[src/hw/rtl/fpc_pkg.sv]
package fpc_pkg;

    localparam int FRACTION_BITS = 8;
    localparam int ADC_W         = 16;
    localparam int PRES_W        = 16;
    localparam int DIFF_W        = ADC_W + 1;
    localparam int PROD_W        = 2 * DIFF_W;
    localparam int MAG_W         = 2 * ADC_W + FRACTION_BITS;
    localparam int VAL_W         = MAG_W + 2;
    localparam int OUT_W         = 32;
    localparam int SEG_W         = 2;
    localparam int CAL_POINTS    = 4;
    localparam int CFG_IDX_W     = 3;
    localparam int CFG_DATA_W    = 16;
    localparam int QUEUE_DEPTH   = 4;
    localparam int QPTR_W        = $clog2(QUEUE_DEPTH);
    localparam int PIPE_LATENCY  = MAG_W + 6;

    localparam logic [SEG_W-1:0] SEG_1 = SEG_W'(1);
    localparam logic [SEG_W-1:0] SEG_2 = SEG_W'(2);
    localparam logic [SEG_W-1:0] SEG_3 = SEG_W'(3);

    localparam logic [ADC_W-1:0] CAL_ADC_RST [CAL_POINTS] =
        '{16'd0, 16'd21845, 16'd43690, 16'd65535};
    localparam logic [PRES_W-1:0] CAL_PRES_RST [CAL_POINTS] =
        '{16'd0, 16'd21845, 16'd43690, 16'd65535};

    typedef enum logic [CFG_IDX_W-1:0] {
        REG_CAL_ADC_0  = 3'd0,
        REG_CAL_ADC_1  = 3'd1,
        REG_CAL_ADC_2  = 3'd2,
        REG_CAL_ADC_3  = 3'd3,
        REG_CAL_PRES_0 = 3'd4,
        REG_CAL_PRES_1 = 3'd5,
        REG_CAL_PRES_2 = 3'd6,
        REG_CAL_PRES_3 = 3'd7
    } cfg_reg_t;

    typedef struct packed {
        logic [SEG_W-1:0]         seg;
        logic                     zero;
        logic signed [DIFF_W-1:0] dx;
        logic signed [DIFF_W-1:0] dp;
        logic signed [DIFF_W-1:0] span;
        logic [PRES_W-1:0]        p0;
    } job_t;

endpackage

[src/hw/rtl/fpc_queue.sv]
module fpc_queue (
    input  logic          clk,
    input  logic          rst_n,
    input  logic          push_valid,
    input  fpc_pkg::job_t push_job,
    output logic          push_ready,
    output logic          pop_valid,
    output fpc_pkg::job_t pop_job
);
    import fpc_pkg::*;

    job_t              q_mem_reg [QUEUE_DEPTH];
    logic [QPTR_W-1:0] wr_ptr_reg;
    logic [QPTR_W-1:0] rd_ptr_reg;
    logic [QPTR_W:0]   count_reg;
    logic [QPTR_W:0]   count_next;
    logic              push;

    // back end never stalls: head leaves whenever present
    assign pop_valid  = (count_reg != '0);
    assign pop_job    = q_mem_reg[rd_ptr_reg];
    assign push_ready = (count_reg != (QPTR_W+1)'(QUEUE_DEPTH)) || pop_valid;
    assign push       = push_valid && push_ready;

    always_comb
    begin
        unique case ({push, pop_valid})
            2'b10:   count_next = count_reg + 1'b1;
            2'b01:   count_next = count_reg - 1'b1;
            default: count_next = count_reg;
        endcase
    end

    always_ff @(posedge clk or negedge rst_n)
    begin
        if (!rst_n)
        begin
            wr_ptr_reg <= '0;
            rd_ptr_reg <= '0;
            count_reg  <= '0;
        end
        else
        begin
            if (push)
                wr_ptr_reg <= wr_ptr_reg + 1'b1;
            if (pop_valid)
                rd_ptr_reg <= rd_ptr_reg + 1'b1;
            count_reg <= count_next;
        end
    end

    always_ff @(posedge clk)
    begin
        if (push)
            q_mem_reg[wr_ptr_reg] <= push_job;
    end

endmodule

[config.mk]
export PLATFORM = sky130hd
export DESIGN_NAME = fpc_queue
export DESIGN_NICKNAME = d
export VERILOG_FILES = /design/src/hw/rtl/fpc_pkg.sv /design/src/hw/rtl/fpc_queue.sv
export SDC_FILE = /design/constraint.sdc
export NUM_CORES = 1
export LEC_CHECK = 0
export BUFFER_PORTS_ARGS = -buffer_cell sky130_fd_sc_hd__buf_2
export CAP_MARGIN = 10
export CORE_MARGIN = 4
export CORE_UTILIZATION = 35
export CTS_BUF_LIST = sky130_fd_sc_hd__clkbuf_4
export CTS_CLUSTER_DIAMETER = 80
export CTS_CLUSTER_SIZE = 12
export DETAILED_ROUTE_END_ITERATION = 8
export GPL_TIMING_DRIVEN = 0
export PLACE_DENSITY = 0.56
export REMOVE_ABC_BUFFERS = 1
export SKIP_CTS_REPAIR_TIMING = 1
export SLEW_MARGIN = 20
export SYNTH_ARGS = -nofsm -noshare
export SYNTH_HDL_FRONTEND = slang
export SYNTH_SLANG_ARGS = --single-unit
[constraint.sdc]
create_clock -name clk -period 7.5 [get_ports clk]
set_input_delay 1.125 -clock clk [delete_from_list [all_inputs] [get_ports clk]]
set_output_delay 1.125 -clock clk [all_outputs]
set_load 0.05 [all_outputs]
==> metrics <==
# rows=63; DP Wirelength=~12 mm; largest net degree at the start of global routing=40; Die Y-Extent=182 um; final wirelength=~19 mm; Final GP Congestion=0.688; Final Hold Viols=0; Buf/Inv on CP=2; run status=finished, final reports clean; NetSw=2060 uW; DRT Pass-1 Iters=4; Num Clock Sinks=~290; antenna-violating nets left=0; switching share of power=0.406; CTS Buf Count=27; Clock Latency Late Sink=a little under 0.7 ns; FMAX=roughly 290 MHz; grt total ovfl=0; internal power=3010 uW; relative slew slack=0.608; Final Max Slew Viols=0; family with the most delay on the worst path=flip-flops; Leak=~0.0041 uW; Via density=4.74; critical path class=register to primary output; PD cells=around 420 nW/um^2; fin crit period=3.51 ns; pre-CTS setup slack=roughly 4.7 ns; Syn Area/Cell=26.3 um^2; cells along the critical path=buf_16 -> mux4_2 -> buf_2; Distinct cells, synth=21; max FFs per register=280; drt wl/cell=19.3 um; Logic pwr share=0.427; Startpoint Class=register; clk root buf=clkbuf_4; Port-buffer cells=~140; power share of the sequential group=0.437; Worst setup EP type=primary output; CTS tree=yes; share of layout cells above drive strength 1=0.457; final core occ=0.407; I/O Pins=about 150; Final setup viols=0; Max rail drop VDD=between 0.3 and 0.4 mV; via count=roughly 4600; Seq cells post-synth=around 290; net count of the finished layout=about 640; die area=33100 um^2; DRC Markers=0; first-pass GRT wire length=29.2 mm; Filler cells=2620; Syn Inst Count=approximately 400; sequential fraction of the synthesis area=0.811; fin crit share=0.468; Crit path depth=3; H-tree Lvls=1; Worst Path Max Fanout=39; Max Clock Skew=just under 0.04 ns; Die W=approximately 180 um; CP max-delay cell=dfrtp_4; Core Box Area=between 20000 and 30000 um^2; Critical Path RT=around 6.4 ns; RSZ-0062 raised after global routing=false; critical path's largest stage delay=roughly 0.78 ns; Area Growth Syn to Fin=14.2%; vias in the first global route=between 5000 and 6000; max cap viols=0; Worst-path clk slew=0.12 ns; Hold Crit Class=primary input to async pin; Longest Clk Path Bufs=3; Final WS setup=~4.0 ns; Mapped Area=about 11000 um^2; Tightest Pin Transition=about 0.6 ns; clock share of power=0.136; Tot Pwr=5060 uW; Initial Util=0.356; WP data arrival=2.38 ns; DR iter-0 viols=between 200 and 300; reg2reg path depth=4; Ys Warns=0; hold_ws=0.249 ns; initial antenna violation count=2; overall fraction of global-route tracks in use=0.112; setup TNS=0 ns
## logic make-up (layout without fill, tap and decap cells)
| logic type | after synthesis | after routing | synth area share |
|---|---|---|---|
| flops | 287 | 287 | 0.811 |
| mux | 71 | 71 | 0.151 |
| other cells | 1 | 2 | 0.000354 |
| fa+ha+maj | 6 | 6 | 0.00780 |
| compound gates | 1 | 1 | 0.000472 |
| buf+inv | 23 | 195 | 0.0208 |
| xor+xnor | 6 | 6 | 0.00497 |
| simple gates | 8 | 8 | 0.00402 |
## layout by cell type (no fill, tap or decap), drive strengths merged
cell type  count
and2           4
buf          150
clkbuf        39
conb           1
dfrtp          7
diode          1
edfxtp       280
fa             1
ha             5
inv            6
mux2i          1
mux4          70
nand2          2
nor2           1
o21ai          1
or3            1
xnor2          2
xor2           4
## cells in the mapped netlist
cell      count  area share
and2_1        4      0.0024
inv_1         6      0.0021
edfxtp_1    280        0.79
conb_1        1     0.00035
mux4_1        2      0.0050
clkbuf_1      1     0.00035
mux4_2       68        0.14
o21ai_0       1     0.00047
buf_12        7       0.013
xnor2_1       2      0.0017
nor2_1        1     0.00035
buf_6         1      0.0011
buf_2         7      0.0033
ha_1          5      0.0059
buf_4         1     0.00071
nand2_1       2     0.00071
fa_1          1      0.0019
dfrtp_1       7       0.017
xor2_1        4      0.0033
mux2i_1       1     0.00095
or3_1         1     0.00059
## path summary, 6_finish.rpt
| kind | slack (ns) | end | start |
|---|---|---|---|
| max | 3.99 | pop_job[28] | rd_ptr_reg[1] |
| min | 0.25 | count_reg[2] | rst_n |
| max reg2reg | 5.61 | q_mem_reg[1][38] | wr_ptr_reg[1] |
| min reg2reg | 0.48 | count_reg[2] | count_reg[2] |
| max in group asynchronous | 7.08 | rd_ptr_reg[1] | rst_n |
| min in group clk | 0.48 | count_reg[2] | count_reg[2] |
## final cells by class
type / count / area, um^2 / share of cell area
multi-input combinational: 93 / 1790 / 0.148
tap: 390 / 488 / 0.0404
antenna: 1 / 2.50 / 0.000207
inverter: 6 / 22.5 / 0.00186
timing repair buffer: 150 / 901 / 0.0745
sequential: 287 / 8590 / 0.711
clock buffer: 39 / 293 / 0.0242
## routing by layer
layer | wire length, um | part of all wire | track usage | up-vias
li1 | - | - | - | 2031
met1 | 7570 | 0.41 | 0.142 | 2380
met2 | 9490 | 0.51 | 0.193 | 124
met3 | 1160 | 0.062 | 0.0276 | 41
met4 | 435 | 0.023 | 0.0309 | 2
met5 | 7 | 0.00038 | 0 | -
## power by group through the flow
stage | clock [uW] | sequential (uW) | combinational (uW)
after floorplan | 0 | 2330 | 1580
after global placement | 0 | 2430 | 2050
after detailed placement | 0 | 2260 | 2210
after CTS | 732 | 2220 | 2220
after global routing | 799 | 2240 | 2290
final | 688 | 2210 | 2160
## metrics by stage
step                instances  cell area (um^2)
detailed placement        926             11800
global route              966             12100
finish                    966             12100
CTS                       965             12100
floorplan                 386             10400
global placement          919             11600
Power figures use the tool's default switching activity.
