### src/hw/rtl/fpc_pkg.sv
package fpc_pkg;

    localparam int FRACTION_BITS = 8;
    localparam int ADC_W         = 16;
    localparam int PRES_W        = 16;
    localparam int DIFF_W        = ADC_W + 1;
    localparam int PROD_W        = 2 * DIFF_W;
    localparam int MAG_W         = 2 * ADC_W + FRACTION_BITS;
    localparam int VAL_W         = MAG_W + 2;
    localparam int OUT_W         = 32;
    localparam int SEG_W         = 2;
    localparam int CAL_POINTS    = 4;
    localparam int CFG_IDX_W     = 3;
    localparam int CFG_DATA_W    = 16;
    localparam int QUEUE_DEPTH   = 4;
    localparam int QPTR_W        = $clog2(QUEUE_DEPTH);
    localparam int PIPE_LATENCY  = MAG_W + 6;

    localparam logic [SEG_W-1:0] SEG_1 = SEG_W'(1);
    localparam logic [SEG_W-1:0] SEG_2 = SEG_W'(2);
    localparam logic [SEG_W-1:0] SEG_3 = SEG_W'(3);

    localparam logic [ADC_W-1:0] CAL_ADC_RST [CAL_POINTS] =
        '{16'd0, 16'd21845, 16'd43690, 16'd65535};
    localparam logic [PRES_W-1:0] CAL_PRES_RST [CAL_POINTS] =
        '{16'd0, 16'd21845, 16'd43690, 16'd65535};

    typedef enum logic [CFG_IDX_W-1:0] {
        REG_CAL_ADC_0  = 3'd0,
        REG_CAL_ADC_1  = 3'd1,
        REG_CAL_ADC_2  = 3'd2,
        REG_CAL_ADC_3  = 3'd3,
        REG_CAL_PRES_0 = 3'd4,
        REG_CAL_PRES_1 = 3'd5,
        REG_CAL_PRES_2 = 3'd6,
        REG_CAL_PRES_3 = 3'd7
    } cfg_reg_t;

    typedef struct packed {
        logic [SEG_W-1:0]         seg;
        logic                     zero;
        logic signed [DIFF_W-1:0] dx;
        logic signed [DIFF_W-1:0] dp;
        logic signed [DIFF_W-1:0] span;
        logic [PRES_W-1:0]        p0;
    } job_t;

endpackage

### src/hw/rtl/fpc_back.sv
module fpc_back (
    input  logic                              clk,
    input  logic                              rst_n,
    input  logic                              pop_valid,
    input  fpc_pkg::job_t                     pop_job,
    output logic                              done,
    output logic signed [fpc_pkg::OUT_W-1:0]  pressure_q8,
    output logic [fpc_pkg::SEG_W-1:0]         segment_used,
    output logic                              saturated,
    output logic                              zero_span
);
    import fpc_pkg::*;

    typedef struct packed {
        logic              neg;
        logic              zero;
        logic [SEG_W-1:0]  seg;
        logic [PRES_W-1:0] p0;
    } meta_t;

    localparam logic signed [VAL_W-1:0] OUT_MAX =
        {{(VAL_W-OUT_W){1'b0}}, 1'b0, {(OUT_W-1){1'b1}}};
    localparam logic signed [VAL_W-1:0] OUT_MIN =
        {{(VAL_W-OUT_W){1'b1}}, 1'b1, {(OUT_W-1){1'b0}}};

    // stage A: product
    logic                     a_valid_reg;
    logic signed [PROD_W-1:0] a_prod_reg;
    logic signed [DIFF_W-1:0] a_span_reg;
    logic                     a_zero_reg;
    logic [SEG_W-1:0]         a_seg_reg;
    logic [PRES_W-1:0]        a_p0_reg;
    logic [PROD_W-1:0]        prod_mag;
    logic [DIFF_W-1:0]        span_mag;
    meta_t                    a_meta;

    // divider stages, one quotient bit each
    logic              dv_valid_reg [MAG_W+1];
    logic [MAG_W-1:0]  dv_num_reg   [MAG_W+1];
    logic [ADC_W-1:0]  dv_rem_reg   [MAG_W+1];
    logic [ADC_W-1:0]  dv_div_reg   [MAG_W+1];
    meta_t             dv_meta_reg  [MAG_W+1];
    logic [ADC_W:0]    dv_sh        [MAG_W];
    logic              dv_ge        [MAG_W];
    logic [ADC_W:0]    dv_sub       [MAG_W];
    logic [ADC_W-1:0]  dv_rem_next  [MAG_W];
    logic [MAG_W-1:0]  dv_num_next  [MAG_W];

    // final sum and output
    logic                    f_valid_reg;
    logic signed [VAL_W-1:0] f_val_reg;
    logic signed [VAL_W-1:0] f_val_next;
    logic                    f_zero_reg;
    logic [SEG_W-1:0]        f_seg_reg;
    logic signed [MAG_W:0]   q_ext;
    logic signed [MAG_W:0]   q_sgn;
    logic signed [VAL_W-1:0] p0_sh;
    meta_t                   last_meta;
    logic                    sat_hi;
    logic                    sat_lo;

    logic                    done_reg;
    logic signed [OUT_W-1:0] pressure_reg;
    logic signed [OUT_W-1:0] pressure_next;
    logic [SEG_W-1:0]        segment_reg;
    logic                    saturated_reg;
    logic                    zero_span_reg;

    always_ff @(posedge clk)
    begin
        a_prod_reg <= pop_job.dx * pop_job.dp;
        a_span_reg <= pop_job.span;
        a_zero_reg <= pop_job.zero;
        a_seg_reg  <= pop_job.seg;
        a_p0_reg   <= pop_job.p0;
    end

    assign prod_mag = a_prod_reg[PROD_W-1] ? PROD_W'(-a_prod_reg) : PROD_W'(a_prod_reg);
    assign span_mag = a_span_reg[DIFF_W-1] ? DIFF_W'(-a_span_reg) : DIFF_W'(a_span_reg);

    always_comb
    begin
        a_meta.neg  = a_prod_reg[PROD_W-1] ^ a_span_reg[DIFF_W-1];
        a_meta.zero = a_zero_reg;
        a_meta.seg  = a_seg_reg;
        a_meta.p0   = a_p0_reg;
    end

    always_comb
    begin
        for (int j = 0; j < MAG_W; j++)
        begin
            dv_sh[j]       = {dv_rem_reg[j], dv_num_reg[j][MAG_W-1]};
            dv_ge[j]       = (dv_sh[j] >= {1'b0, dv_div_reg[j]});
            dv_sub[j]      = dv_sh[j] - {1'b0, dv_div_reg[j]};
            dv_rem_next[j] = dv_ge[j] ? dv_sub[j][ADC_W-1:0] : dv_sh[j][ADC_W-1:0];
            dv_num_next[j] = {dv_num_reg[j][MAG_W-2:0], dv_ge[j]};
        end
    end

    always_ff @(posedge clk)
    begin
        dv_num_reg[0]  <= MAG_W'(prod_mag[2*ADC_W-1:0]) << FRACTION_BITS;
        dv_rem_reg[0]  <= '0;
        dv_div_reg[0]  <= span_mag[ADC_W-1:0];
        dv_meta_reg[0] <= a_meta;
        for (int j = 0; j < MAG_W; j++)
        begin
            dv_num_reg[j+1]  <= dv_num_next[j];
            dv_rem_reg[j+1]  <= dv_rem_next[j];
            dv_div_reg[j+1]  <= dv_div_reg[j];
            dv_meta_reg[j+1] <= dv_meta_reg[j];
        end
    end

    assign last_meta = dv_meta_reg[MAG_W];
    assign q_ext     = $signed({1'b0, dv_num_reg[MAG_W]});
    assign p0_sh     = $signed(VAL_W'(last_meta.p0) << FRACTION_BITS);

    always_comb
    begin
        priority if (last_meta.neg && (dv_rem_reg[MAG_W] != '0))
            q_sgn = ~q_ext;
        else if (last_meta.neg)
            q_sgn = -q_ext;
        else
            q_sgn = q_ext;
        f_val_next = p0_sh + VAL_W'(q_sgn);
    end

    always_ff @(posedge clk)
    begin
        f_val_reg  <= f_val_next;
        f_zero_reg <= last_meta.zero;
        f_seg_reg  <= last_meta.seg;
    end

    assign sat_hi = (f_val_reg > OUT_MAX);
    assign sat_lo = (f_val_reg < OUT_MIN);

    always_comb
    begin
        priority if (f_zero_reg)
            pressure_next = '0;
        else if (sat_hi)
            pressure_next = OUT_MAX[OUT_W-1:0];
        else if (sat_lo)
            pressure_next = OUT_MIN[OUT_W-1:0];
        else
            pressure_next = f_val_reg[OUT_W-1:0];
    end

    always_ff @(posedge clk)
    begin
        pressure_reg  <= pressure_next;
        segment_reg   <= f_seg_reg;
        saturated_reg <= !f_zero_reg && (sat_hi || sat_lo);
        zero_span_reg <= f_zero_reg;
    end

    always_ff @(posedge clk or negedge rst_n)
    begin
        if (!rst_n)
        begin
            a_valid_reg <= 1'b0;
            for (int j = 0; j <= MAG_W; j++)
                dv_valid_reg[j] <= 1'b0;
            f_valid_reg <= 1'b0;
            done_reg    <= 1'b0;
        end
        else
        begin
            a_valid_reg     <= pop_valid;
            dv_valid_reg[0] <= a_valid_reg;
            for (int j = 0; j < MAG_W; j++)
                dv_valid_reg[j+1] <= dv_valid_reg[j];
            f_valid_reg <= dv_valid_reg[MAG_W];
            done_reg    <= f_valid_reg;
        end
    end

    assign done         = done_reg;
    assign pressure_q8  = pressure_reg;
    assign segment_used = segment_reg;
    assign saturated    = saturated_reg;
    assign zero_span    = zero_span_reg;

endmodule

### config.mk
export PLATFORM = sky130hd
export DESIGN_NAME = fpc_back
export DESIGN_NICKNAME = d
export VERILOG_FILES = /design/src/hw/rtl/fpc_pkg.sv /design/src/hw/rtl/fpc_back.sv
export SDC_FILE = /design/constraint.sdc
export NUM_CORES = 2
export LEC_CHECK = 0
export BUFFER_PORTS_ARGS = -buffer_cell sky130_fd_sc_hd__buf_2
export CAP_MARGIN = 20
export CORE_MARGIN = 2
export CORE_UTILIZATION = 37
export CTS_BUF_LIST = sky130_fd_sc_hd__clkbuf_8
export CTS_CLUSTER_DIAMETER = 30
export DETAILED_ROUTE_END_ITERATION = 8
export PLACE_DENSITY = 0.49
export SLEW_MARGIN = 10
export SYNTH_ARGS = -nofsm -noshare
export SYNTH_HDL_FRONTEND = slang
export SYNTH_SLANG_ARGS = --single-unit
export TNS_END_PERCENT = 50
### constraint.sdc
create_clock -name clk -period 4.8 [get_ports clk]
set_clock_uncertainty 0.2 [all_clocks]
set_input_delay 1.44 -clock clk [delete_from_list [all_inputs] [get_ports clk]]
set_output_delay 1.44 -clock clk [all_outputs]
set_load 0.02 [all_outputs]
==> out/qor.yml <==
fin_tns_setup_ns: -17.01
cts_buffer_depth: 4
power_mw: 133
outcome: "complete, but fails checks"
clock-sinks: 3642
syn_area_per_cell_um2: 11.7
ios: 110
clk_latency_ns: 1.18
first_pass_iters: 7
drive_gt1_share_pct: 18.2
p_sw_mw: 45.3
grt_pass1_wl_mm: 405
setup_viol: 24
hp-class: "reg2reg"
grt_max_degree: 45
crit_type: "in2reg"
crit_path_end_kind: "flip-flop"
dp_cells: 15400
critPathMaxFanout: 9
start_util_pct: 37.1
pwr-share-seq_pct: 31.9
slew_viol_final: 0
timing.max_cap.violations: 0
worstMarginPinSlew_ns: 1.05
ys_seq_area_share_pct: 58.6
ant_nets: 0
nets: 12800
core_area_mm2: 0.336
place_congestion: 0.837
vias_per_cell: 4.53
dp_slack_ns: -2.68
die-area_mm2: 0.342
synthArstFlopShare_pct: 1.21
layoutNonFillerInstCount: 16800
globalRouteTotalUtil_pct: 14.4
placed_cell_area_mm2: 0.133
internal_power_mw: 87.8
p_clk_share_pct: 26.0
design_area_mm2: 0.151
grt-ovfl-total: 0
switching_share_pct: 34.0
drcViolationCount: 0
fin_ws_ns: -1.14
synth_edf_count: 0
clkTransAtPathRegs_ns: 0.06
leakage_nw: 67.8
drt-wirelength-per-cell_um: 14.8
ys_warn_count: 0
grt_pass1_vias: 79500
ys.flop_type: "dfxtp_1"
fin_crit_sh_pct: 124
synth_area_mm2: 0.125
cts_tree: "done"
relSlewSlack_pct: 29.7
finalCoreUtilization_pct: 44.9
syn_to_final_growth_pct: 20.9
synth_seq_cells: 3642
synth.distinct_cells: 84
first_iter_violations: 3098
netlist_instances: 10700
hpwl_mm: 184
power.density_mw_per_mm2: 882
cts_made_buffers: 722
critPathLaunchType: "input port"
p_comb_share_pct: 42.1
h-tree-depth: 6
portBuffers: 109
routed_wirelength_mm: 249
fmax_mhz: 168
root_buffer: "clkbuf_8"
antenna_found_initial: 7
holdWs_ns: 0.0276
synth_fp_nets: 11800
fp-row-count: 213
finalHoldViolations: 0
vias: 76200
finalCriticalPeriod_ns: 5.94
fp.dieH_um: 585
vdd_ir_drop_max_v: 0.000965
crit_required_ns: 5.63
violations: "negative setup slack"
die_x_um: 585
rsz0062_at_grt: "yes"
largest_register_ffs: 1348
cp_data_arrival_time_ns: 6.77
worst paths after layout:
kind / cells after the start / to / start / slack [ns]
worst min-delay path: 0 / dv_num_reg[1][313] / dv_num_reg[1][272] / 0.03
worst max register to register: 16 / f_val_reg[30] / dv_num_reg[2][324] / 0.36
max in group asynchronous: 3 / dv_valid_reg[15] / rst_n / 3.42
min in group asynchronous: 2 / dv_valid_reg[28] / rst_n / 0.52
worst min register to register: 0 / dv_num_reg[1][313] / dv_num_reg[1][272] / 0.03
worst max-delay path: 21 / a_prod_reg[30] / pop_job[62] / -1.14
final cells by class:
type,instances,area (um2)
Fill cell,31100,185000
Sequential cell,3642,73100
Multi-Input combinational cell,5684,47300
Clock buffer,828,11400
Tap cell,4515,5650
Clock inverter,486,5290
Inverter,1223,4600
Timing Repair Buffer,429,3520
Antenna cell,8,20.0
Yosys cell counts, types with 184 or more instances:
cell / n / area (um2)
a21oi_1: 467 / 2340
and2_1: 184 / 1150
dfxtp_1: 3598 / 72000
fa_1: 336 / 6730
ha_1: 730 / 9130
inv_1: 1217 / 4570
mux2_2: 414 / 4660
nand2_1: 344 / 1290
nor2_1: 534 / 2000
nor3_1: 184 / 921
o21ai_0: 261 / 1310
xnor2_1: 424 / 3710
layer usage:
metal	share of wire (%)	wire length (um)	GRT usage, %
met1	46	114000	18.1
met4	2.8	6880	5.20
met5	0.013	32	0
met2	47	118000	24.5
met3	4.3	10700	2.84
kinds of logic after synthesis:
group	after synthesis	synth area share [%]
compound gates	1535	7.97
buf+inv	1368	4.14
fa+ha+maj	1066	12.7
xor+xnor	535	3.75
flops	3642	58.6
simple gates	2029	8.25
mux	519	4.58
cells in the final DEF (no fill, tap or decap), types with 98 or more instances in the layout:
master / synthesis / layout
mux2_2: 414 / 414
o21a_1: 123 / 122
dfxtp_1: 3598 / 3598
nand4_1: 121 / 121
nor2_1: 534 / 524
nor2b_1: 133 / 133
fa_1: 336 / 314
nor3_1: 184 / 182
buf_4: 0 / 280
bufinv_16: 0 / 98
clkinv_2: 0 / 106
clkbuf_8: 0 / 828
xnor2_1: 424 / 421
a21oi_1: 467 / 452
o21ai_0: 261 / 247
xor2_1: 111 / 111
and2_1: 184 / 167
inv_1: 1217 / 1335
a21o_1: 112 / 112
ha_1: 730 / 706
nand3_1: 118 / 117
nand2_1: 344 / 330
mux2i_1: 105 / 105
repair_timing:
| action | in CTS | in global routing |
|---|---|---|
| pin swaps | 104 | 59 |
| hold endpoints to repair | 4 | 9 |
| setup buffers | 33 | 12 |
| hold buffers | 4 | 1 |
| setup endpoints to repair | 32 | 32 |
| cloned | 4 | 1 |
| gates resized for setup | 171 | 64 |
worst max-delay path, cell delays in order:
cell      delay, ns
buf_6          0.13
and2_1         0.16
fa_1           0.53
inv_1          0.05
fa_1           0.51
fa_1           0.52
inv_1          0.06
fa_1           0.54
fa_1           0.52
inv_1          0.05
fa_1           0.49
inv_2          0.05
ha_4           0.24
a21o_1         0.22
a21oi_4        0.13
o21bai_1       0.11
a21oi_1        0.18
o211ai_1       0.09
or3_4          0.37
nor4b_4        0.23
a211o_1        0.14
power by group through the flow:
stage	Clock, mW	Combinational [mW]	Sequential (mW)
after floorplan	0	37.6	41.7
after global placement	0	51.6	43.1
after detailed placement	0	52.0	43.2
after CTS	35.9	54.1	42.6
after global routing	37.4	62.3	43.3
final	34.6	56.1	42.4
Power figures use the tool's default switching activity.
