==> src/hw/rtl/fpc_pkg.sv <==
package fpc_pkg;

    localparam int FRACTION_BITS = 8;
    localparam int ADC_W         = 16;
    localparam int PRES_W        = 16;
    localparam int DIFF_W        = ADC_W + 1;
    localparam int PROD_W        = 2 * DIFF_W;
    localparam int MAG_W         = 2 * ADC_W + FRACTION_BITS;
    localparam int VAL_W         = MAG_W + 2;
    localparam int OUT_W         = 32;
    localparam int SEG_W         = 2;
    localparam int CAL_POINTS    = 4;
    localparam int CFG_IDX_W     = 3;
    localparam int CFG_DATA_W    = 16;
    localparam int QUEUE_DEPTH   = 4;
    localparam int QPTR_W        = $clog2(QUEUE_DEPTH);
    localparam int PIPE_LATENCY  = MAG_W + 6;

    localparam logic [SEG_W-1:0] SEG_1 = SEG_W'(1);
    localparam logic [SEG_W-1:0] SEG_2 = SEG_W'(2);
    localparam logic [SEG_W-1:0] SEG_3 = SEG_W'(3);

    localparam logic [ADC_W-1:0] CAL_ADC_RST [CAL_POINTS] =
        '{16'd0, 16'd21845, 16'd43690, 16'd65535};
    localparam logic [PRES_W-1:0] CAL_PRES_RST [CAL_POINTS] =
        '{16'd0, 16'd21845, 16'd43690, 16'd65535};

    typedef enum logic [CFG_IDX_W-1:0] {
        REG_CAL_ADC_0  = 3'd0,
        REG_CAL_ADC_1  = 3'd1,
        REG_CAL_ADC_2  = 3'd2,
        REG_CAL_ADC_3  = 3'd3,
        REG_CAL_PRES_0 = 3'd4,
        REG_CAL_PRES_1 = 3'd5,
        REG_CAL_PRES_2 = 3'd6,
        REG_CAL_PRES_3 = 3'd7
    } cfg_reg_t;

    typedef struct packed {
        logic [SEG_W-1:0]         seg;
        logic                     zero;
        logic signed [DIFF_W-1:0] dx;
        logic signed [DIFF_W-1:0] dp;
        logic signed [DIFF_W-1:0] span;
        logic [PRES_W-1:0]        p0;
    } job_t;

endpackage

==> src/hw/rtl/fpc_front.sv <==
module fpc_front (
    input  logic                           clk,
    input  logic                           rst_n,
    input  logic                           start,
    input  logic [fpc_pkg::ADC_W-1:0]      adc_sample,
    input  logic                           cfg_write,
    input  logic [fpc_pkg::CFG_IDX_W-1:0]  cfg_index,
    input  logic [fpc_pkg::CFG_DATA_W-1:0] cfg_data,
    input  logic                           push_ready,
    output logic                           busy,
    output logic                           push_valid,
    output fpc_pkg::job_t                  push_job
);
    import fpc_pkg::*;

    logic [ADC_W-1:0]  cal_adc_reg  [CAL_POINTS];
    logic [PRES_W-1:0] cal_pres_reg [CAL_POINTS];
    logic              front_valid_reg;
    logic              front_valid_next;
    job_t              front_job_reg;
    job_t              job_next;
    logic [SEG_W-1:0]  seg;
    logic [ADC_W-1:0]  a0;
    logic [ADC_W-1:0]  a1;
    logic [PRES_W-1:0] p0;
    logic [PRES_W-1:0] p1;
    logic              accept;

    always_ff @(posedge clk or negedge rst_n)
    begin
        if (!rst_n)
        begin
            for (int i = 0; i < CAL_POINTS; i++)
            begin
                cal_adc_reg[i]  <= CAL_ADC_RST[i];
                cal_pres_reg[i] <= CAL_PRES_RST[i];
            end
        end
        else if (cfg_write)
        begin
            unique case (cfg_reg_t'(cfg_index))
                REG_CAL_ADC_0:  cal_adc_reg[0]  <= cfg_data;
                REG_CAL_ADC_1:  cal_adc_reg[1]  <= cfg_data;
                REG_CAL_ADC_2:  cal_adc_reg[2]  <= cfg_data;
                REG_CAL_ADC_3:  cal_adc_reg[3]  <= cfg_data;
                REG_CAL_PRES_0: cal_pres_reg[0] <= cfg_data;
                REG_CAL_PRES_1: cal_pres_reg[1] <= cfg_data;
                REG_CAL_PRES_2: cal_pres_reg[2] <= cfg_data;
                REG_CAL_PRES_3: cal_pres_reg[3] <= cfg_data;
            endcase
        end
    end

    always_comb
    begin
        priority if (cal_adc_reg[1] > adc_sample)
            seg = SEG_1;
        else if (cal_adc_reg[2] > adc_sample)
            seg = SEG_2;
        else
            seg = SEG_3;
    end

    always_comb
    begin
        unique case (seg)
            SEG_1:
            begin
                a0 = cal_adc_reg[0];
                a1 = cal_adc_reg[1];
                p0 = cal_pres_reg[0];
                p1 = cal_pres_reg[1];
            end
            SEG_2:
            begin
                a0 = cal_adc_reg[1];
                a1 = cal_adc_reg[2];
                p0 = cal_pres_reg[1];
                p1 = cal_pres_reg[2];
            end
            default:
            begin
                a0 = cal_adc_reg[2];
                a1 = cal_adc_reg[3];
                p0 = cal_pres_reg[2];
                p1 = cal_pres_reg[3];
            end
        endcase
    end

    always_comb
    begin
        job_next.seg  = seg;
        job_next.zero = (a0 == a1);
        job_next.dx   = $signed({1'b0, adc_sample}) - $signed({1'b0, a0});
        job_next.dp   = $signed({1'b0, p1}) - $signed({1'b0, p0});
        job_next.span = $signed({1'b0, a1}) - $signed({1'b0, a0});
        job_next.p0   = p0;
    end

    assign busy   = front_valid_reg && !push_ready;
    assign accept = start && !busy;

    always_comb
    begin
        priority if (accept)
            front_valid_next = 1'b1;
        else if (push_ready)
            front_valid_next = 1'b0;
        else
            front_valid_next = front_valid_reg;
    end

    always_ff @(posedge clk or negedge rst_n)
    begin
        if (!rst_n)
            front_valid_reg <= 1'b0;
        else
            front_valid_reg <= front_valid_next;
    end

    always_ff @(posedge clk)
    begin
        if (accept)
            front_job_reg <= job_next;
    end

    assign push_valid = front_valid_reg;
    assign push_job   = front_job_reg;

endmodule

==> config.mk <==
export PLATFORM = sky130hd
export DESIGN_NAME = fpc_front
export DESIGN_NICKNAME = d
export VERILOG_FILES = /design/src/hw/rtl/fpc_pkg.sv /design/src/hw/rtl/fpc_front.sv
export SDC_FILE = /design/constraint.sdc
export NUM_CORES = 1
export LEC_CHECK = 0
export BUFFER_PORTS_ARGS = -buffer_cell sky130_fd_sc_hd__buf_2
export CAP_MARGIN = 40
export CORE_ASPECT_RATIO = 1.2
export CORE_MARGIN = 2
export CORE_UTILIZATION = 30
export CTS_BUF_LIST = sky130_fd_sc_hd__clkbuf_2 sky130_fd_sc_hd__clkbuf_4 sky130_fd_sc_hd__clkbuf_8
export DETAILED_ROUTE_END_ITERATION = 10
export SYNTH_ARGS = -nofsm -noshare
export SYNTH_HDL_FRONTEND = slang
export SYNTH_SLANG_ARGS = --single-unit
export TNS_END_PERCENT = 10
==> constraint.sdc <==
create_clock -name clk -period 4.74 [get_ports clk]
set_input_delay 0.474 -clock clk [delete_from_list [all_inputs] [get_ports clk]]
set_output_delay 0.474 -clock clk [all_outputs]
set_load 0.02 [all_outputs]
==> out/qor.txt, run 1 <==
Outcome = finished with violations
Failing checks = hold timing
Post-Route WL = 32700 um
Effective utilization at floorplan = 30.4%
Crit end category = register
Slew Viols, Final = 0
Placed Instances = 1896
WP buf/inv = 2
Row count = 79
Die Wd = 185 um
Seq/Total Area, Yosys = 45.9%
Initial DRC Count = 512
Vias per cell = 4.86
Maxcap violations = 0
CP Class = reg -> reg
Placeable core area = 38700 um2
Die Span Y = 221 um
Nets = 1512
DP HPWL = 25200 um
WP data required = 5.01 ns
GPL Wtd Cong = 0.882
Max reg flops = 70
Worst VDD drop = 249 uV
Final Hold Viols = 1
Initial antenna violation count = 4
Slowest Stage Delay on Critical Path = 0.57 ns
Ys Warns = 0
Area growth, synth to finish = 28.8%
Root buffer cell = clkbuf_8
LEAKAGE = 0.00657 uW
Worst EP arrival = 4.96 ns
Unrepaired setup endpoints after global routing = yes
Worst-path fanout max = 4
Via Count = 9403
DR WL/cell = 16.9 um
Tot GR Track Use = 16.1%
Global route overflow = 0
Syn Inst Count = 1107
Reg clk slew, reported paths = 0.12 ns
Flop2flop setup slack = 0.06 ns
Vias in the first global route = 9455
Fin crit period = 4.68 ns
Clock sink count = 199
Largest net degree at the start of global routing = 57
I/O pin count = 112
First-pass GRT wire length = 51500 um
Sequential cell area = 5410 um2
Hold_buf cts = 0
Full die area = 40900 um2
Worst-skew pair later-pin latency = 0.51 ns
Multi-input gate area = 6290 um2
CP delay by family, top = compound AO/OA/AOI/OAI gates
# setup viols final = 0
Final Cycle Share = 98.8%
Startpoint Class = register
Fill cell count = 3867
Worst Hold Class = in -> async
Post-route insts no fill = 1936
ANT nets after route = 0
Layout cells sized above 1 = 43.5%
Slew margin rel. = 51.3%
Post-synth top area cell = edfxtp_1
First-pass iteration count of the detailed router = 5
Number of synthesized flops with an enable pin = 70
Final Cell Area = 15200 um2
Yosys top cell area share = 17.8%
Drc violations = 0
Synth area leaders = edfxtp_1 (18%), dfstp_2 (14%), dfrtp_1 (14%)
# port buffers = 111
Setup TNS = 0 ns
Ys flop type = edfxtp_1
CTS max path bufs = 2
Worst path cell trace = ha_4, a21oi_2, o21ai_2, or3_4, nor3_4, nor2_4, buf_4, nand2_1, a21oi_1, a21oi_1, ha_2, inv_1, fa_2, a21o_1, a21oi_2, o21bai_2, a21oi_2, o21bai_1, a21oi_1, nor2b_1, o21a_1, o41ai_4, o21ai_2, xnor2_1
Clock Skew = 0.0277 ns
Placed instance area = 14500 um2
CTS tree = done
Unique masters post-synth = 84
Total power = 9970 uW
Post-synth ARST share = 64.8%
Slowest CP cell = dfstp_2
Synth Register Bits = 199
Mean Syn Cell Area = 10.7 um2
WHS = -0.00498 ns
Post-Syn Area = 11800 um2
Syn_nets = 1224
CTS Buf Count = 17
Peak Freq = 214 MHz
Slew @ Worst Pin = 0.730 ns
PD cells = 656 nW/um2
H-tree level count = 4
[cell usage in the layout (no fill, tap or decap), types with 56 or more instances in the layout]
master | Yosys | final
buf_2 | 3 | 110
dfrtp_1 | 65 | 65
nand2_1 | 148 | 146
dfstp_2 | 64 | 64
inv_1 | 56 | 56
a21oi_1 | 66 | 56
mux2_2 | 121 | 121
edfxtp_1 | 70 | 70
nor2_1 | 58 | 57
ha_1 | 76 | 69
buf_4 | 0 | 194
[worst paths after layout]
check	startpoint	endpoint	depth (start not counted)
setup / recovery	cal_adc_reg[29]$_DFFE_PN1P_	push_job[47]$_DFFE_PP_	24
hold / removal	rst_n	push_valid$_DFFE_PN0P_	1
min in group clk	start	push_valid$_DFFE_PN0P_	2
setup reg to reg	cal_adc_reg[29]$_DFFE_PN1P_	push_job[47]$_DFFE_PP_	24
max in group asynchronous	rst_n	cal_adc_reg[25]$_DFFE_PN1P_	2
hold reg to reg	cal_adc_reg[48]$_DFFE_PN0P_	cal_adc_reg[48]$_DFFE_PN0P_	1
[through the flow]
stage,setup slack [ns],utilization (%)
2_1_floorplan,-0.125,-
3_3_place_gp,-0.297,37.1
3_5_place_dp,-0.347,37.4
4_1_cts,-0.0298,38.8
5_1_grt,-0.226,39.2
6_report,0.0571,39.2
[kinds of logic (layout without fill, tap and decap cells)]
kind of cell | after synthesis | in the layout | share of synthesized area [%]
flops | 199 | 199 | 45.9
other cells | 0 | 2 | 0
buf+inv | 106 | 407 | 3.43
compound gates | 247 | 247 | 14.6
simple gates | 299 | 299 | 11.9
mux | 136 | 136 | 12.8
fa+ha+maj | 79 | 79 | 8.40
xor+xnor | 41 | 41 | 3.04
[where the power goes]
part           internal, uW  switching (uW)  total, uW
sequential             2590             239       2830
clock                   404             734       1140
combinational          2870            3130       6000
[worst register-to-register path: stages (launching register included)]
cell and delay, ns:
dfstp_2 0.57, ha_4 0.21, a21oi_2 0.15, o21ai_2 0.10, or3_4 0.41, nor3_4 0.22, nor2_4 0.08, buf_4 0.15
nand2_1 0.06, a21oi_1 0.05, a21oi_1 0.14, ha_2 0.20, inv_1 0.05, fa_2 0.35, a21o_1 0.18, a21oi_2 0.17
o21bai_2 0.09, a21oi_2 0.16, o21bai_1 0.08, a21oi_1 0.16, nor2b_1 0.07, o21a_1 0.21, o41ai_4 0.33, o21ai_2 0.11
xnor2_1 0.13
[cell type report]
type / count / share of cell area [%]
clock inverter: 15 / 1.17
sequential: 199 / 35.6
antenna: 2 / 0.0329
clock buffer: 17 / 1.54
tap: 526 / 4.33
timing repair buffer: 317 / 14.5
multi-input combinational: 802 / 41.4
inverter: 58 / 1.45
[timing repair]
| item | in CTS | in global routing |
|---|---|---|
| setup endpoints to repair | 11 | 24 |
| setup buffers | 4 | 2 |
| pin swaps | 12 | 13 |
| resized for setup | 14 | 31 |
[synth_stat cells, types with 20 or more instances]
cell and n:
dfstp_2 64, a31oi_1 36, edfxtp_1 70, o21ai_0 28, nand2_1 148, o21a_1 20
inv_1 56, clkbuf_1 35, nor2_1 58, xnor2_1 32, mux2_2 121, a21oi_1 66
ha_1 76, dfrtp_1 65
[metal layers]
layer / vias to the layer above / global-route usage [%] / share of wire [%]
met3: 32 / 2.65 / 3.7
met4: 4 / 4.71 / 1.9
li1: 4606 / - / -
met1: 4586 / 21.0 / 45
met5: - / 0 / 0.083
met2: 175 / 27.4 / 49
Note: power is estimated with default switching activity, not from simulation.
==> run 2: changes to the inputs <==
==> constraint.sdc (replaced) <==
create_clock -name clk -period 4.74 [get_ports clk]
set_input_delay 0.237 -clock clk [delete_from_list [all_inputs] [get_ports clk]]
set_output_delay 0.237 -clock clk [all_outputs]
set_load 0.02 [all_outputs]
==> run 2 against run 1 <==
Net effect:
- sequential power about the same
- the flow now finishes without violations
- wire length down 0.40%
- utilization fell by 0.96 points
- critical path type unchanged
- critical path depth down 2
- die area is the same
- largest cell class unchanged
- clock skew fell by 0.0069 ns
- largest power group unchanged
==> out/qor.txt, run 2 (synthesized netlist as in run 1, its figures left out) <==
Slew @ Worst Pin = 0.692 ns
Drc violations = 0
Slew Viols, Final = 0
Vias per cell = 4.89
First-pass iteration count of the detailed router = 5
Flop2flop setup slack = 0.16 ns
Worst EP arrival = 4.86 ns
Final Hold Viols = 0
Peak Freq = 218 MHz
LEAKAGE = 0.00634 uW
Core Util, Final = 38.3%
Vias in the first global route = 9295
Clock sink count = 199
Tot GR Track Use = 16.1%
Die Wd = 185 um
Critical Path Start = cal_adc_reg[23]$_DFFE_PN1P_
DP HPWL = 24900 um
Unrepaired setup endpoints after global routing = yes
Nets = 1464
Final Cell Area = 14800 um2
Die Span Y = 221 um
Global route overflow = 0
First-pass GRT wire length = 51000 um
Worst-skew pair later-pin latency = 0.53 ns
H-tree level count = 4
Max reg flops = 70
# port buffers = 111
CTS max path bufs = 2
Outcome = complete, no violations
Placeable core area = 38700 um2
Worst VDD drop = 219 uV
Effective utilization at floorplan = 30.4%
ANT nets after route = 0
CTS Buf Count = 17
Root buffer cell = clkbuf_8
Worst slack, placed = -0.193 ns
Clock Skew = 0.0208 ns
Reg2reg end = push_job[65]$_DFFE_PP_
FF-to-FF Start = cal_adc_reg[23]$_DFFE_PN1P_
DR WL/cell = 17.3 um
Most frequent cells in the layout = nand2_1 (144), buf_4 (140), mux2_2 (121)
Placed Instances = 1840
Reg clk slew, reported paths = 0.11 ns
WP data required = 5.02 ns
Final Cycle Share = 96.7%
Largest net degree at the start of global routing = 53
Crit end category = register
Ant diodes = 0
Fin crit period = 4.58 ns
Commonest non-fill, non-tap cell in the layout = nand2_1
Row count = 79
Worst Hold Launch = cfg_data[2]
Slew margin rel. = 53.8%
Hold Path Depth = 3
FF-to-FF path depth = 22
Placed instance area = 14100 um2
Worst-path fanout max = 6
Post-Route WL = 32600 um
Setup TNS = 0 ns
Startpoint Class = register
Final Worst Setup Slack = 0.157 ns
PD cells = 659 nW/um2
Area growth, synth to finish = 25.7%
Full die area = 40900 um2
I/O pin count = 112
Post-route insts no fill = 1886
Layout cells sized above 1 = 41.0%
GPL Wtd Cong = 0.873
CTS tree = done
Initial DRC Count = 450
Via Count = 9229
Worst Hold Class = in -> reg
# setup viols final = 0
CP Class = reg -> reg
Initial antenna violation count = 1
Min-Delay Endpoint = cal_adc_reg[34]$_DFFE_PN1P_
Maxcap violations = 0
-- run 2: changes by cell type in the layout (fill, tap and decap cells not counted), moves of 4 or more --
cell / before / now
dlygate4sd3_1: 0 / 4
buf_4: 194 / 140
clkinv_8: 5 / 0
buf_6: 3 / 9
a31oi_1: 31 / 35
a21oi_1: 56 / 52
buf_8: 8 / 4
a31oi_2: 5 / 1
-- run 2: layout make-up --
type,instances,area (um2)
repair buffers,269,1840
clock inverters,11,135
well taps,526,658
fillers,3943,23900
flip-flops and latches,199,5410
multi-input cells,802,6290
clock buffers,21,270
inverters,58,220
-- run 2: metal layers --
| metal | global-route usage [%] | routed length, um | part of all wire (%) | vias to the layer above |
|---|---|---|---|---|
| li1 | - | - | - | 4511 |
| met1 | 20.2 | 14200 | 44 | 4515 |
| met2 | 27.9 | 16600 | 51 | 166 |
| met3 | 2.21 | 977 | 3.0 | 37 |
| met4 | 6.32 | 866 | 2.7 | 0 |
| met5 | 0 | 0 | 0 | - |
-- run 2: worst max path at each step --
stage	to	depth (start not counted)	slack, ns
after floorplan	push_job[47]$_DFFE_PP_	24	-0.02
after detailed placement	push_job[64]$_DFFE_PP_	23	-0.19
after CTS	push_job[47]$_DFFE_PP_	22	0.002
after global routing	push_job[47]$_DFFE_PP_	22	-0.06
final	push_job[65]$_DFFE_PP_	22	0.16
after global placement	push_job[64]$_DFFE_PP_	23	-0.19
-- run 2: what timing repair did --
| action | 4_1_cts | 5_1_grt |
|---|---|---|
| setup buffers | 0 | 10 |
| resized for setup | 5 | 43 |
| hold buffers | 4 | 0 |
| pin swaps | 2 | 22 |
| hold endpoints to repair | 19 | 0 |
| setup endpoints to repair | 8 | 23 |
-- run 2: power breakdown --
group	internal (uW)	switching, uW	total (uW)
Sequential	2600	242	2840
Clock	512	654	1170
Combinational	2660	3110	5770
Total	5770	4010	9770
-- run 2: metrics by stage --
stage                     total power (uW)  hold WS [ns]
after floorplan                       6340       -0.0586
after global placement                8290         0.229
after detailed placement              8350         0.225
after CTS                             9610        0.0219
after global routing                 10500        0.0516
final                                 9770        0.0545
-- run 2: worst max-delay path, cell delays in order (launching register included) --
cell	delay (ns)
dfstp_2	0.59
ha_4	0.15
nand4_1	0.18
nor4_4	0.41
o21a_1	0.25
nor3_4	0.06
nor2_4	0.22
buf_6	0.16
nand2_2	0.05
a21oi_2	0.13
a21oi_2	0.07
ha_1	0.33
a21oi_2	0.15
o21bai_1	0.10
a21o_1	0.17
a21o_1	0.17
a21o_2	0.20
a21oi_2	0.11
buf_4	0.14
o31ai_4	0.10
a221o_1	0.36
a21oi_2	0.15
xnor2_1	0.10
